## src/design/phe_pkg.sv

```systemverilog
// Shared types, codes and constant tables for the polynomial curve evaluator.
package phe_pkg;

	localparam int COEF_W = 32;
	localparam int ACC_W  = 48;
	localparam int FACT_W = 13;

	typedef enum logic [0:0] {
		OP_LOAD = 1'b0,
		OP_EVAL = 1'b1
	} op_t;

	typedef enum logic [1:0] {
		ST_OK     = 2'd0,
		ST_DOMAIN = 2'd1,
		ST_SAT    = 2'd2
	} status_t;

	typedef enum logic [1:0] {
		REG_DEGREE   = 2'd0,
		REG_DOM_LOW  = 2'd1,
		REG_DOM_HIGH = 2'd2
	} cfg_reg_t;

	typedef enum logic [1:0] {
		AX_X = 2'd0,
		AX_Y = 2'd1,
		AX_Z = 2'd2
	} axis_t;

	typedef enum logic [3:0] {
		S_IDLE,
		S_TRD,
		S_TERM,
		S_TADD,
		S_MABS,
		S_MLO,
		S_MHI,
		S_MSUM,
		S_MRND,
		S_DONE
	} state_t;

	typedef struct packed {
		logic              we;
		logic [2:0]        idx;
		logic [COEF_W-1:0] x;
		logic [COEF_W-1:0] y;
		logic [COEF_W-1:0] z;
	} tab_wr_t;

	typedef struct packed {
		logic [2:0] addr;
		axis_t      axis;
	} tab_rd_t;

	typedef struct packed {
		logic              neg;
		logic [COEF_W-1:0] mag;
	} tab_out_t;

	// (j+k)!/j! for j+k <= 7, indexed by {j,k}
	function automatic logic [64*FACT_W-1:0] fall_build();
		logic [64*FACT_W-1:0] tab;
		int f;
		tab = '0;
		for (int j = 0; j < 8; j++) begin
			for (int k = 0; k < 8; k++) begin
				f = 1;
				for (int i = 1; i <= k; i++) begin
					f = f * (j + i);
				end
				if (j + k <= 7) begin
					tab[(j*8+k)*FACT_W +: FACT_W] = FACT_W'(f);
				end
			end
		end
		return tab;
	endfunction

	localparam logic [64*FACT_W-1:0] FALL_TAB = fall_build();

	function automatic logic [FACT_W-1:0] fall_of(input logic [2:0] j, input logic [2:0] k);
		return FALL_TAB[{j, k}*FACT_W +: FACT_W];
	endfunction

endpackage

```

## src/design/poly_curve_horner_eval.sv

```systemverilog
// Horner evaluator of a 3D polynomial curve or its derivative in fixed point.
// Load request: no result. Evaluate request outside the domain or with order above
// degree: result without any Horner step. Otherwise the result follows the Horner steps for
// x, y and z in turn; each step uses the one shared 32x32 multiplier for the term and, but for
// an axis's last step, for the low and high partial products. One request at a time.
// arst_n clears control and the degree/domain registers; the table is not cleared.
module poly_curve_horner_eval import phe_pkg::*; #(
	parameter int MAX_DEGREE = 7,
	parameter int FRAC_BITS  = 16
) (
	input  logic         clk,
	input  logic         arst_n,
	input  logic         cfg_we,
	input  logic [1:0]   cfg_idx,
	input  logic [31:0]  cfg_wdata,
	input  logic         s_tvalid,
	output logic         s_tready,
	input  logic [135:0] s_tdata,   // coef_index, coef_x, coef_y, coef_z, param_t, deriv_order
	input  logic [0:0]   s_tuser,   // opcode
	output logic         m_tvalid,
	input  logic         m_tready,
	output logic [143:0] m_tdata,   // res_x, res_y, res_z
	output logic [1:0]   m_tuser    // status
);

	localparam int DEPTH = MAX_DEGREE + 1;
	localparam logic [79:0] HALF    = 80'(1) << (FRAC_BITS - 1);
	localparam logic [79:0] LIM_POS = (80'(1) << 47) - 80'(1);
	localparam logic [79:0] LIM_NEG = 80'(1) << 47;
	localparam logic signed [ACC_W-1:0] SAT_MAX = {1'b0, {(ACC_W-1){1'b1}}};
	localparam logic signed [ACC_W-1:0] SAT_MIN = {1'b1, {(ACC_W-1){1'b0}}};

	state_t state_q, state_d;

	logic [2:0]  cfg_degree_q;
	logic signed [31:0] dom_lo_q, dom_hi_q;

	logic [2:0]  in_idx;
	logic [31:0] in_x, in_y, in_z;
	logic signed [31:0] in_t;
	logic [2:0]  in_k;
	op_t         in_op;
	logic        in_acc;
	logic        in_dom_err;
	logic [2:0]  deg;

	axis_t       axis_q;
	logic [2:0]  j_q, k_q, top_q;
	logic        first_q;
	logic        sat_q;
	logic        dom_err_q;
	logic        t_neg_q;
	logic [31:0] ut_q;
	logic [47:0] ua_q;
	logic        negm_q;
	logic signed [ACC_W-1:0] acc_q;
	logic [63:0] mul_q;
	logic [55:0] plo_q;
	logic [79:0] sum_q;
	logic signed [ACC_W-1:0] rx_q, ry_q, rz_q;
	logic         m_tvalid_q;
	logic [143:0] m_tdata_q;
	logic [1:0]   m_tuser_q;

	logic [31:0] mul_a, mul_b;
	logic [63:0] mul_p;
	logic signed [ACC_W:0]   add_s;
	logic signed [ACC_W:0]   add_base;
	logic                    add_ov;
	logic signed [ACC_W-1:0] add_val;
	logic [79:0]             rmag;
	logic                    rnd_ov;
	logic signed [ACC_W-1:0] rnd_val;
	logic                    out_free;
	status_t                 status;

	tab_wr_t  tab_wr;
	tab_rd_t  tab_rd;
	tab_out_t tab_q;

	assign in_idx = s_tdata[2:0];
	assign in_x   = s_tdata[34:3];
	assign in_y   = s_tdata[66:35];
	assign in_z   = s_tdata[98:67];
	assign in_t   = s_tdata[130:99];
	assign in_k   = s_tdata[133:131];
	assign in_op  = op_t'(s_tuser[0]);

	assign s_tready   = (state_q == S_IDLE);
	assign in_acc     = s_tvalid && s_tready;
	assign in_dom_err = (in_t < dom_lo_q) || (in_t > dom_hi_q);
	assign deg        = (32'(cfg_degree_q) > MAX_DEGREE) ? 3'(MAX_DEGREE) : cfg_degree_q;
	assign out_free   = !m_tvalid_q || m_tready;

	assign tab_wr.we   = in_acc && (in_op == OP_LOAD);
	assign tab_wr.idx  = in_idx;
	assign tab_wr.x    = in_x;
	assign tab_wr.y    = in_y;
	assign tab_wr.z    = in_z;
	assign tab_rd.addr = j_q + k_q;
	assign tab_rd.axis = axis_q;

	phe_coef_tab #(
		.DEPTH (DEPTH)
	) u_tab (
		.clk  (clk),
		.wr   (tab_wr),
		.rd   (tab_rd),
		.rd_q (tab_q)
	);

	// shared multiplier
	always_comb begin
		mul_a = '0;
		mul_b = '0;
		case (state_q)
			S_TERM: begin
				mul_a = tab_q.mag;
				mul_b = 32'(fall_of(j_q, k_q));
			end
			S_MLO: begin
				mul_a = 32'(ua_q[23:0]);
				mul_b = ut_q;
			end
			S_MHI: begin
				mul_a = 32'(ua_q[47:24]);
				mul_b = ut_q;
			end
			default: ;
		endcase
	end

	assign mul_p = mul_a * mul_b;

	// term accumulate with saturation
	always_comb begin
		add_base = first_q ? '0 : {acc_q[ACC_W-1], acc_q};
		if (tab_q.neg) begin
			add_s = add_base - $signed({1'b0, mul_q[ACC_W-1:0]});
		end else begin
			add_s = add_base + $signed({1'b0, mul_q[ACC_W-1:0]});
		end
		add_ov  = add_s[ACC_W] != add_s[ACC_W-1];
		add_val = add_ov ? (add_s[ACC_W] ? SAT_MIN : SAT_MAX) : add_s[ACC_W-1:0];
	end

	// rounded product scale and saturation
	always_comb begin
		rmag   = sum_q >> FRAC_BITS;
		rnd_ov = negm_q ? (rmag > LIM_NEG) : (rmag > LIM_POS);
		if (rnd_ov) begin
			rnd_val = negm_q ? SAT_MIN : SAT_MAX;
		end else if (negm_q) begin
			rnd_val = ~rmag[ACC_W-1:0] + ACC_W'(1);
		end else begin
			rnd_val = rmag[ACC_W-1:0];
		end
	end

	always_comb begin
		if (dom_err_q) begin
			status = ST_DOMAIN;
		end else if (sat_q) begin
			status = ST_SAT;
		end else begin
			status = ST_OK;
		end
	end

	always_ff @(posedge clk or negedge arst_n) begin
		if (!arst_n) begin
			state_q <= S_IDLE;
		end else begin
			state_q <= state_d;
		end
	end

	always_comb begin
		state_d = state_q;
		unique case (state_q)
			S_IDLE: begin
				if (in_acc && (in_op == OP_EVAL)) begin
					state_d = (in_dom_err || (in_k > deg)) ? S_DONE : S_TRD;
				end
			end
			S_TRD:  state_d = S_TERM;
			S_TERM: state_d = S_TADD;
			S_TADD: begin
				if (j_q == 3'd0) begin
					state_d = (axis_q == AX_Z) ? S_DONE : S_TRD;
				end else begin
					state_d = S_MABS;
				end
			end
			S_MABS: state_d = S_MLO;
			S_MLO:  state_d = S_MHI;
			S_MHI:  state_d = S_MSUM;
			S_MSUM: state_d = S_MRND;
			S_MRND: state_d = S_TERM;
			S_DONE: begin
				if (out_free) begin
					state_d = S_IDLE;
				end
			end
			default: state_d = S_IDLE;
		endcase
	end

	always_ff @(posedge clk or negedge arst_n) begin
		if (!arst_n) begin
			cfg_degree_q <= '0;
			dom_lo_q     <= 32'sd0;
			dom_hi_q     <= 32'sd65536;
		end else if (cfg_we) begin
			unique case (cfg_reg_t'(cfg_idx))
				REG_DEGREE:   cfg_degree_q <= cfg_wdata[2:0];
				REG_DOM_LOW:  dom_lo_q     <= cfg_wdata;
				REG_DOM_HIGH: dom_hi_q     <= cfg_wdata;
				default: ;
			endcase
		end
	end

	always_ff @(posedge clk or negedge arst_n) begin
		if (!arst_n) begin
			axis_q    <= AX_X;
			j_q       <= '0;
			k_q       <= '0;
			top_q     <= '0;
			first_q   <= 1'b1;
			sat_q     <= 1'b0;
			dom_err_q <= 1'b0;
		end else begin
			case (state_q)
				S_IDLE: begin
					if (in_acc && (in_op == OP_EVAL)) begin
						axis_q    <= AX_X;
						k_q       <= in_k;
						j_q       <= deg - in_k;
						top_q     <= deg - in_k;
						first_q   <= 1'b1;
						sat_q     <= 1'b0;
						dom_err_q <= in_dom_err;
					end
				end
				S_TADD: begin
					sat_q <= sat_q | add_ov;
					if (j_q == 3'd0) begin
						first_q <= 1'b1;
						j_q     <= top_q;
						axis_q  <= (axis_q == AX_X) ? AX_Y : AX_Z;
					end else begin
						first_q <= 1'b0;
						j_q     <= j_q - 3'd1;
					end
				end
				S_MRND: sat_q <= sat_q | rnd_ov;
				default: ;
			endcase
		end
	end

	always_ff @(posedge clk) begin
		case (state_q)
			S_IDLE: begin
				if (in_acc && (in_op == OP_EVAL)) begin
					t_neg_q <= in_t[31];
					ut_q    <= in_t[31] ? (~in_t + 32'sd1) : in_t;
					rx_q    <= '0;
					ry_q    <= '0;
					rz_q    <= '0;
				end
			end
			S_TERM: mul_q <= mul_p;
			S_TADD: begin
				acc_q <= add_val;
				if (j_q == 3'd0) begin
					case (axis_q)
						AX_X:    rx_q <= add_val;
						AX_Y:    ry_q <= add_val;
						default: rz_q <= add_val;
					endcase
				end
			end
			S_MABS: begin
				ua_q   <= acc_q[ACC_W-1] ? (~acc_q + ACC_W'(1)) : acc_q;
				negm_q <= acc_q[ACC_W-1] ^ t_neg_q;
			end
			S_MLO: mul_q <= mul_p;
			S_MHI: begin
				plo_q <= mul_q[55:0];
				mul_q <= mul_p;
			end
			S_MSUM: sum_q <= {mul_q[55:0], 24'd0} + 80'(plo_q) + HALF;
			S_MRND: acc_q <= rnd_val;
			default: ;
		endcase
	end

	always_ff @(posedge clk or negedge arst_n) begin
		if (!arst_n) begin
			m_tvalid_q <= 1'b0;
		end else if ((state_q == S_DONE) && out_free) begin
			m_tvalid_q <= 1'b1;
		end else if (m_tready) begin
			m_tvalid_q <= 1'b0;
		end
	end

	always_ff @(posedge clk) begin
		if ((state_q == S_DONE) && out_free) begin
			m_tdata_q <= {rz_q, ry_q, rx_q};
			m_tuser_q <= status;
		end
	end

	assign m_tvalid = m_tvalid_q;
	assign m_tdata  = m_tdata_q;
	assign m_tuser  = m_tuser_q;

endmodule

```

## src/design/phe_coef_tab.sv

```systemverilog
// Coefficient table for x, y and z with a registered magnitude and sign read port.
module phe_coef_tab import phe_pkg::*; #(
	parameter int DEPTH = 8
) (
	input  logic     clk,
	input  tab_wr_t  wr,
	input  tab_rd_t  rd,
	output tab_out_t rd_q
);

	localparam int IW = $clog2(DEPTH);

	logic [COEF_W-1:0] tx_q [DEPTH];
	logic [COEF_W-1:0] ty_q [DEPTH];
	logic [COEF_W-1:0] tz_q [DEPTH];
	logic [IW-1:0]     waddr;
	logic [IW-1:0]     raddr;
	logic [COEF_W-1:0] sel;

	assign waddr = IW'(wr.idx);
	assign raddr = IW'(rd.addr);

	always_ff @(posedge clk) begin
		if (wr.we && (32'(wr.idx) < DEPTH)) begin
			tx_q[waddr] <= wr.x;
			ty_q[waddr] <= wr.y;
			tz_q[waddr] <= wr.z;
		end
	end

	always_comb begin
		unique case (rd.axis)
			AX_X:    sel = tx_q[raddr];
			AX_Y:    sel = ty_q[raddr];
			AX_Z:    sel = tz_q[raddr];
			default: sel = tx_q[raddr];
		endcase
	end

	always_ff @(posedge clk) begin
		rd_q.neg <= sel[COEF_W-1];
		rd_q.mag <= sel[COEF_W-1] ? (~sel + COEF_W'(1)) : sel;
	end

endmodule
```

## config.mk

```make
export PLATFORM = sky130hd
export DESIGN_NAME = poly_curve_horner_eval
export DESIGN_NICKNAME = d
export VERILOG_FILES = /design/src/design/phe_pkg.sv /design/src/design/poly_curve_horner_eval.sv /design/src/design/phe_coef_tab.sv
export SDC_FILE = /design/constraint.sdc
export NUM_CORES = 2
export LEC_CHECK = 0
export BUFFER_PORTS_ARGS = -buffer_cell sky130_fd_sc_hd__buf_2
export CAP_MARGIN = 10
export CORE_AREA = 2 2 408 410
export DETAILED_ROUTE_END_ITERATION = 16
export DIE_AREA = 0 0 410 412
export PLACE_DENSITY = 0.75
export SETUP_SLACK_MARGIN = 0.02
export SYNTH_ARGS = -nofsm -noshare
export SYNTH_HDL_FRONTEND = slang
export SYNTH_HIERARCHICAL = 1
export SYNTH_SLANG_ARGS = --single-unit
```

## constraint.sdc

```tcl
create_clock -name clk -period 9.83 [get_ports clk]
set_clock_uncertainty 0.15 [all_clocks]
set_input_delay 0.4915 -clock clk [delete_from_list [all_inputs] [get_ports clk]]
set_output_delay 0.4915 -clock clk [all_outputs]
set_load 0.1 [all_outputs]
```

Word level (Yosys, flattened, before mapping)
Memories as Yosys holds them, arrays and structs flattened.
Cells that the tools add are included.
{"block": "totals", "ff_bits": 731, "ram_bits": 768, "input_bits": 176, "output_inout_bits": 148, "wordCells": 159, "memories": 3}
{"block": "classes", "add_sub_neg": 11, "multipliers": 2, "order_cmp": 5, "eq_ne": 20, "shifts": 1, "mux": 48, "bitwise_logic": 8, "n_reduce_logical": 31}
{"name": "u_tab.tx_q", "words": 8, "width": 32, "read_ports": 1, "rd_ports_with_merged_regs": 0, "wr": 1, "line": "phe_coef_tab.sv:13", "source": "logic [COEF_W-1:0] tx_q [DEPTH];"}
{"name": "u_tab.ty_q", "words": 8, "width": 32, "read_ports": 1, "rd_ports_with_merged_regs": 0, "wr": 1, "line": "phe_coef_tab.sv:14", "source": "logic [COEF_W-1:0] ty_q [DEPTH];"}
{"name": "u_tab.tz_q", "words": 8, "width": 32, "read_ports": 1, "rd_ports_with_merged_regs": 0, "wr": 1, "line": "phe_coef_tab.sv:15", "source": "logic [COEF_W-1:0] tz_q [DEPTH];"}
{"operator": "$shiftx A832 B11 Y13 const A", "count": 1}
{"operator": "$mux W48", "count": 12}
{"operator": "$pmux W48 S2", "count": 4}
{"operator": "$pmux W32 S2", "count": 2}
{"operator": "$mux W49", "count": 2}
{"operator": "$not A48 Y48", "count": 2}
{"operator": "$pmux W32 S3", "count": 1}
{"operator": "$add A80 B16 Y80 const B", "count": 1}
{"operator": "$add A80 B56 Y80", "count": 1}
{"operator": "$gt A64 B47 Y1 const B", "count": 1}
{"operator": "$gt A64 B48 Y1 const B", "count": 1}
{"operator": "$not A32 Y32", "count": 2}
{"operator": "$mux W31", "count": 2}
{"operator": "$mul A32 B32 Y56", "count": 1}
{"operator": "$add A49 B49 Y49", "count": 1}
{"operator": "$sub A49 B49 Y49", "count": 1}
{"operator": "$add A48 B1 Y48 const B", "count": 1}
{"operator": "$add A48 B2 Y48 const B", "count": 1}
{"operator": "$mux W47", "count": 1}
{"operator": "$pmux W4 S9", "count": 1}
{"operator": "$add A32 B1 Y32 const B", "count": 1}
{"operator": "$add A32 B2 Y32 const B", "count": 1}
{"operator": "$gt A32 B32 Y1", "count": 1}
{"operator": "$lt A32 B32 Y1", "count": 1}
{"operator": "other kinds (38)", "count": 83}

Logic depth before layout (Yosys ltp)
{"block": "depth", "word_depth": 8, "ltp_mapped": 36, "mapped_depth_nobuf": 34}

Hierarchy
Netlist, hierarchy kept.
{"module": "poly_curve_horner_eval", "instances": 1, "cells_each": 6337, "area_each_um2": 64058.9, "seq_area_each_um2": 19601.3}
{"module": "phe_coef_tab", "instances": 1, "cells_each": 1585, "area_each_um2": 30981.0, "seq_area_each_um2": 23722.8}

Worst setup path before layout
No wires, ideal clock.
{"block": "synth_path", "path_kind": "register -> register", "start": "register state_q[3]", "end": "memory u_tab.tx_q[0][0] (enable)", "setup_time_ps": 670, "arrival_time_ps": 10674, "required_ps": 9010, "setup_slack_ps": -1664, "path_stages_with_launch": 6, "path_buffers": 1, "synth_period_minus_slack_ps": 11494, "path_cell_list": "dfrtp_1 -> clkbuf_1 -> nor4_1 -> and3b_1 -> nand2b_1 -> nor3_1"}
{"element": "start: declaration", "line": "poly_curve_horner_eval.sv:33", "source": "state_t state_q, state_d;"}
{"element": "start signal: assignment", "line": "poly_curve_horner_eval.sv:174", "source": "state_q <= state_d;"}
{"element": "end: declaration", "line": "phe_coef_tab.sv:13"}

Final worst setup path
{"block": "layout_path", "start": "register state_q[1]", "end": "register mul_q[53], data pin"}
{"block": "layout_via", "elab_chain_cells": 4, "elab_cells_between_ends": 7, "cone_classes": "1 x mul; 3 x eq/ne; 2 x mux; 1 x reduce/logical"}
{"element": "$eq A4 B3 Y1", "line": "poly_curve_horner_eval.sv:116", "source": "case (state_q)"}
{"element": "$reduce_or A2 Y1 (no source line)"}
{"element": "$pmux W32 S2", "line": "poly_curve_horner_eval.sv:116"}
{"element": "$mul A32 B32 Y56 *", "line": "poly_curve_horner_eval.sv:133", "source": "assign mul_p = mul_a * mul_b;"}
{"element": "via mul_p[53]", "line": "poly_curve_horner_eval.sv:66", "source": "logic [63:0] mul_p;"}
{"element": "end signal: assignment", "line": "poly_curve_horner_eval.sv:274", "source": "S_TERM: mul_q <= mul_p;"}
{"element": "end signal: assignment", "line": "poly_curve_horner_eval.sv:289", "source": "S_MLO: mul_q <= mul_p;"}
{"element": "end signal: assignment", "line": "poly_curve_horner_eval.sv:292", "source": "mul_q <= mul_p;"}
{"element": "end: declaration", "line": "poly_curve_horner_eval.sv:57", "source": "logic [63:0] mul_q;"}
Mark *: on every way through the listed nets, which the timed path passes. The rest lies on a longest branch.
A chain may end at the register's enable or synchronous reset.

==> flow_summary.ini <==
[grt]
track_usage = 0.315
antenna_found_initial = 25
grt_pass1_vias = 66400
grt_first_pass_wirelength_um = 399000
grt_max_degree = 128
grt_overflow = 0

[cells_and_area]
drive_above_1_share = 0.126
final_common_cell = edfxtp_1
final_nets = 10000
areaGrowthSynthToFinish_pct = 13.4
fin_area_mm2 = 0.108
regArea_mm2 = 0.0433
fill_cells = 11900
mostFrequentLayoutCells = edfxtp_1, inv_1, fa_1
multi_input_area_mm2 = 0.0470

[setup_path]
crit_type = reg -> reg
cp.required_ns = 10.30
reg2reg_setup_slack_ns = 0.28
critPathMaxFanout = 11
critical_path.top_delay_family = adder cells
path_buf_inv = 6
arrival_ns = 10.01
startpoint_type = flip-flop
slowest_stage = fa_1
critPathCaptureType = flip-flop
max_stage_delay_ns = 0.60
crit_path_frequent_cell = fa_1

[cts]
cts_tree = yes
clock_latency_ns = 0.80
cts_inserted_buffers = 147
h-tree-depth = 4
clockBufferDepth = 3
cts-root-buf = clkbuf_16
clk_pin_slew_ns = 0.06
cts.sinks = 1468

[detailed_routing]
vias = 65300
routed_wl_um = 264000
top_layer = met5
firstDrtPassIters = 5
dr_wl_met3_um = 23100
drt_iter0_markers = 6906
ant_nets = 0
wl_met2_um = 127000
drt-met1-wl_um = 99900
vias_per_cell = 5.98
remaining_drc_errors = 0
wire_per_inst_um = 24.2

[power_and_ir_drop]
p_sw_frac = 0.472
power.leakage_nw = 43.8
fin_total_pwr_mw = 39.9
p_int_mw = 21.1
p_comb_frac = 0.609
p_sw_mw = 18.9
peakVddDrop_uv = 505
power_frac_clock = 0.146
p_per_area_mw_per_mm2 = 371
p_seq_frac = 0.245

[die]
die_x_um = 410
io-pin-count = 324
rows = 149
core_area_mm2 = 0.164
die_y_um = 412
die_area_mm2 = 0.169
start_util = 0.579

[outcome]
status = finished, final reports clean

[place]
dp_slack_ns = 0.101
placed_cell_area_mm2 = 0.101
placement.io_buffers = 321
place_congestion = 0.972
dp_hpwl_um = 194000

[timing]
tightest_slew_ns = 1.28
setup_violations = 0
rsz0062_at_grt = true
maxSlewViolCount = 0
tns_ns = 0
post-route-period-util = 0.971
period_minus_slack_ns = 9.55
relSlewSlack = 0.140
max_freq_ghz = 0.105
layout_setup_ws_ns = 0.281
hold_viol_final = 0

[logic_synthesis]
postSynthCellCount = 7922
synth_area_per_cell_um2 = 12.0
yosysSeqAreaShare = 0.456
async_reset_ff_frac = 0.0586
synth_cell_types = 99
synth_edf_count = 1349
ys.flop_type = edfxtp_1
yosys_warnings = 6
syn_area_mm2 = 0.0950
synth_seq_cells = 1468

[hold_path]
hold_class = in -> reg

[job]
drv_cap = 0
[timing repair]
action | in CTS | in global routing
hold buffers | 168 | 0
gates resized for setup | 0 | 29
hold endpoints to repair | 915 | 0
endpoints found under the setup margin | 0 | 24
setup buffers | 0 | 7
[cells in the mapped netlist (57+ instances only)]
| cell | n | area [um2] |
|---|---|---|
| a21o_1 | 99 | 743 |
| a21oi_1 | 263 | 1320 |
| a22oi_1 | 88 | 661 |
| clkbuf_1 | 281 | 1050 |
| dfrtp_1 | 84 | 2100 |
| edfxtp_1 | 1349 | 40500 |
| fa_1 | 873 | 17500 |
| ha_1 | 378 | 4730 |
| inv_1 | 1038 | 3900 |
| mux2_2 | 78 | 878 |
| mux2i_1 | 219 | 2190 |
| mux4_2 | 88 | 1980 |
| nand2_1 | 648 | 2430 |
| nand2b_1 | 57 | 357 |
| nand3_1 | 86 | 430 |
| nor2_1 | 758 | 2850 |
| nor2b_1 | 83 | 519 |
| nor3_1 | 75 | 375 |
| o21ai_0 | 195 | 976 |
| xnor2_1 | 240 | 2100 |
| xor2_1 | 80 | 701 |
[layout make-up]
type                            count  share of cell area
Antenna cell                       12            0.000279
Sequential cell                  1468               0.402
Multi-Input combinational cell   5171               0.437
Inverter                         1041              0.0363
Clock inverter                     86              0.0110
Timing Repair Buffer              758              0.0520
Tap cell                         2189              0.0254
Clock buffer                      179              0.0363
[power by group through the flow]
stage	Sequential (mW)	Clock (mW)	Combinational (mW)
after floorplan	9.71	0	15.9
after global placement	9.81	0	23.3
after detailed placement	9.84	0	23.6
after CTS	9.73	5.89	24.0
after global routing	9.82	6.13	26.2
final	9.78	5.82	24.3
[cell families after synthesis]
| logic type | synth area share |
|---|---|
| buffers and inverters | 0.0576 |
| muxes | 0.0532 |
| adders and majority gates | 0.234 |
| DFF | 0.456 |
| xor gates and xnor gates | 0.0295 |
| AOI/OAI and AO/OA | 0.0743 |
| other | 0.0000790 |
| and+or+nand+nor | 0.0958 |
[worst paths after layout]
kind,to,from,depth (start not counted)
worst max-delay path,mul_q[53],state_q[1],29
worst min-delay path,ut_q[1],s_tdata[100],3
worst max register to register,mul_q[53],state_q[1],29
worst min register to register,m_tdata[83],ry_q[35],0
max in group asynchronous,k_q[1],arst_n,3
min in group asynchronous,dom_hi_q[31],arst_n,2
[flip-flops by register name, summed over array words and instances (netlist names), 3 cells and up]
register / count
state_q: 4
rx_q: 48
sum_q: 64
ua_q: 48
cfg_degree_q: 3
dom_hi_q: 32
u_tab/ty_q: 256
m_tdata: 144
u_tab/tx_q: 256
rz_q: 48
top_q: 3
plo_q: 41
dom_lo_q: 32
j_q: 3
ut_q: 32
ry_q: 48
u_tab/rd_q: 33
u_tab/tz_q: 256
acc_q: 48
k_q: 3
mul_q: 56
[metrics by stage]
stage,instances,hold WS (ns),utilization
after floorplan,8044,0.0459,-
after global placement,10500,0.252,0.613
final,10900,0.0561,0.656
after detailed placement,10500,0.255,0.613
after global routing,10900,0.0388,0.656
after CTS,10900,0.00971,0.655
[per-layer routing]
layer / global-route usage / vias up
met5: 0 / -
met4: 0.149 / 18
met3: 0.0573 / 714
met2: 0.514 / 3378
met1: 0.412 / 32800
li1: - / 28300
[worst reg2reg max path, delay by kind of cell, from the launching register on]
kind,cells,cell delay [ns]
adders and majority gates,9,4.48
and+or+nand+nor,9,2.19
AOI/OAI and AO/OA,4,1.21
buffers and inverters,6,0.77
DFF,1,0.39
muxes,1,0.22
No activity file was read; power rests on OpenSTA's default activity.
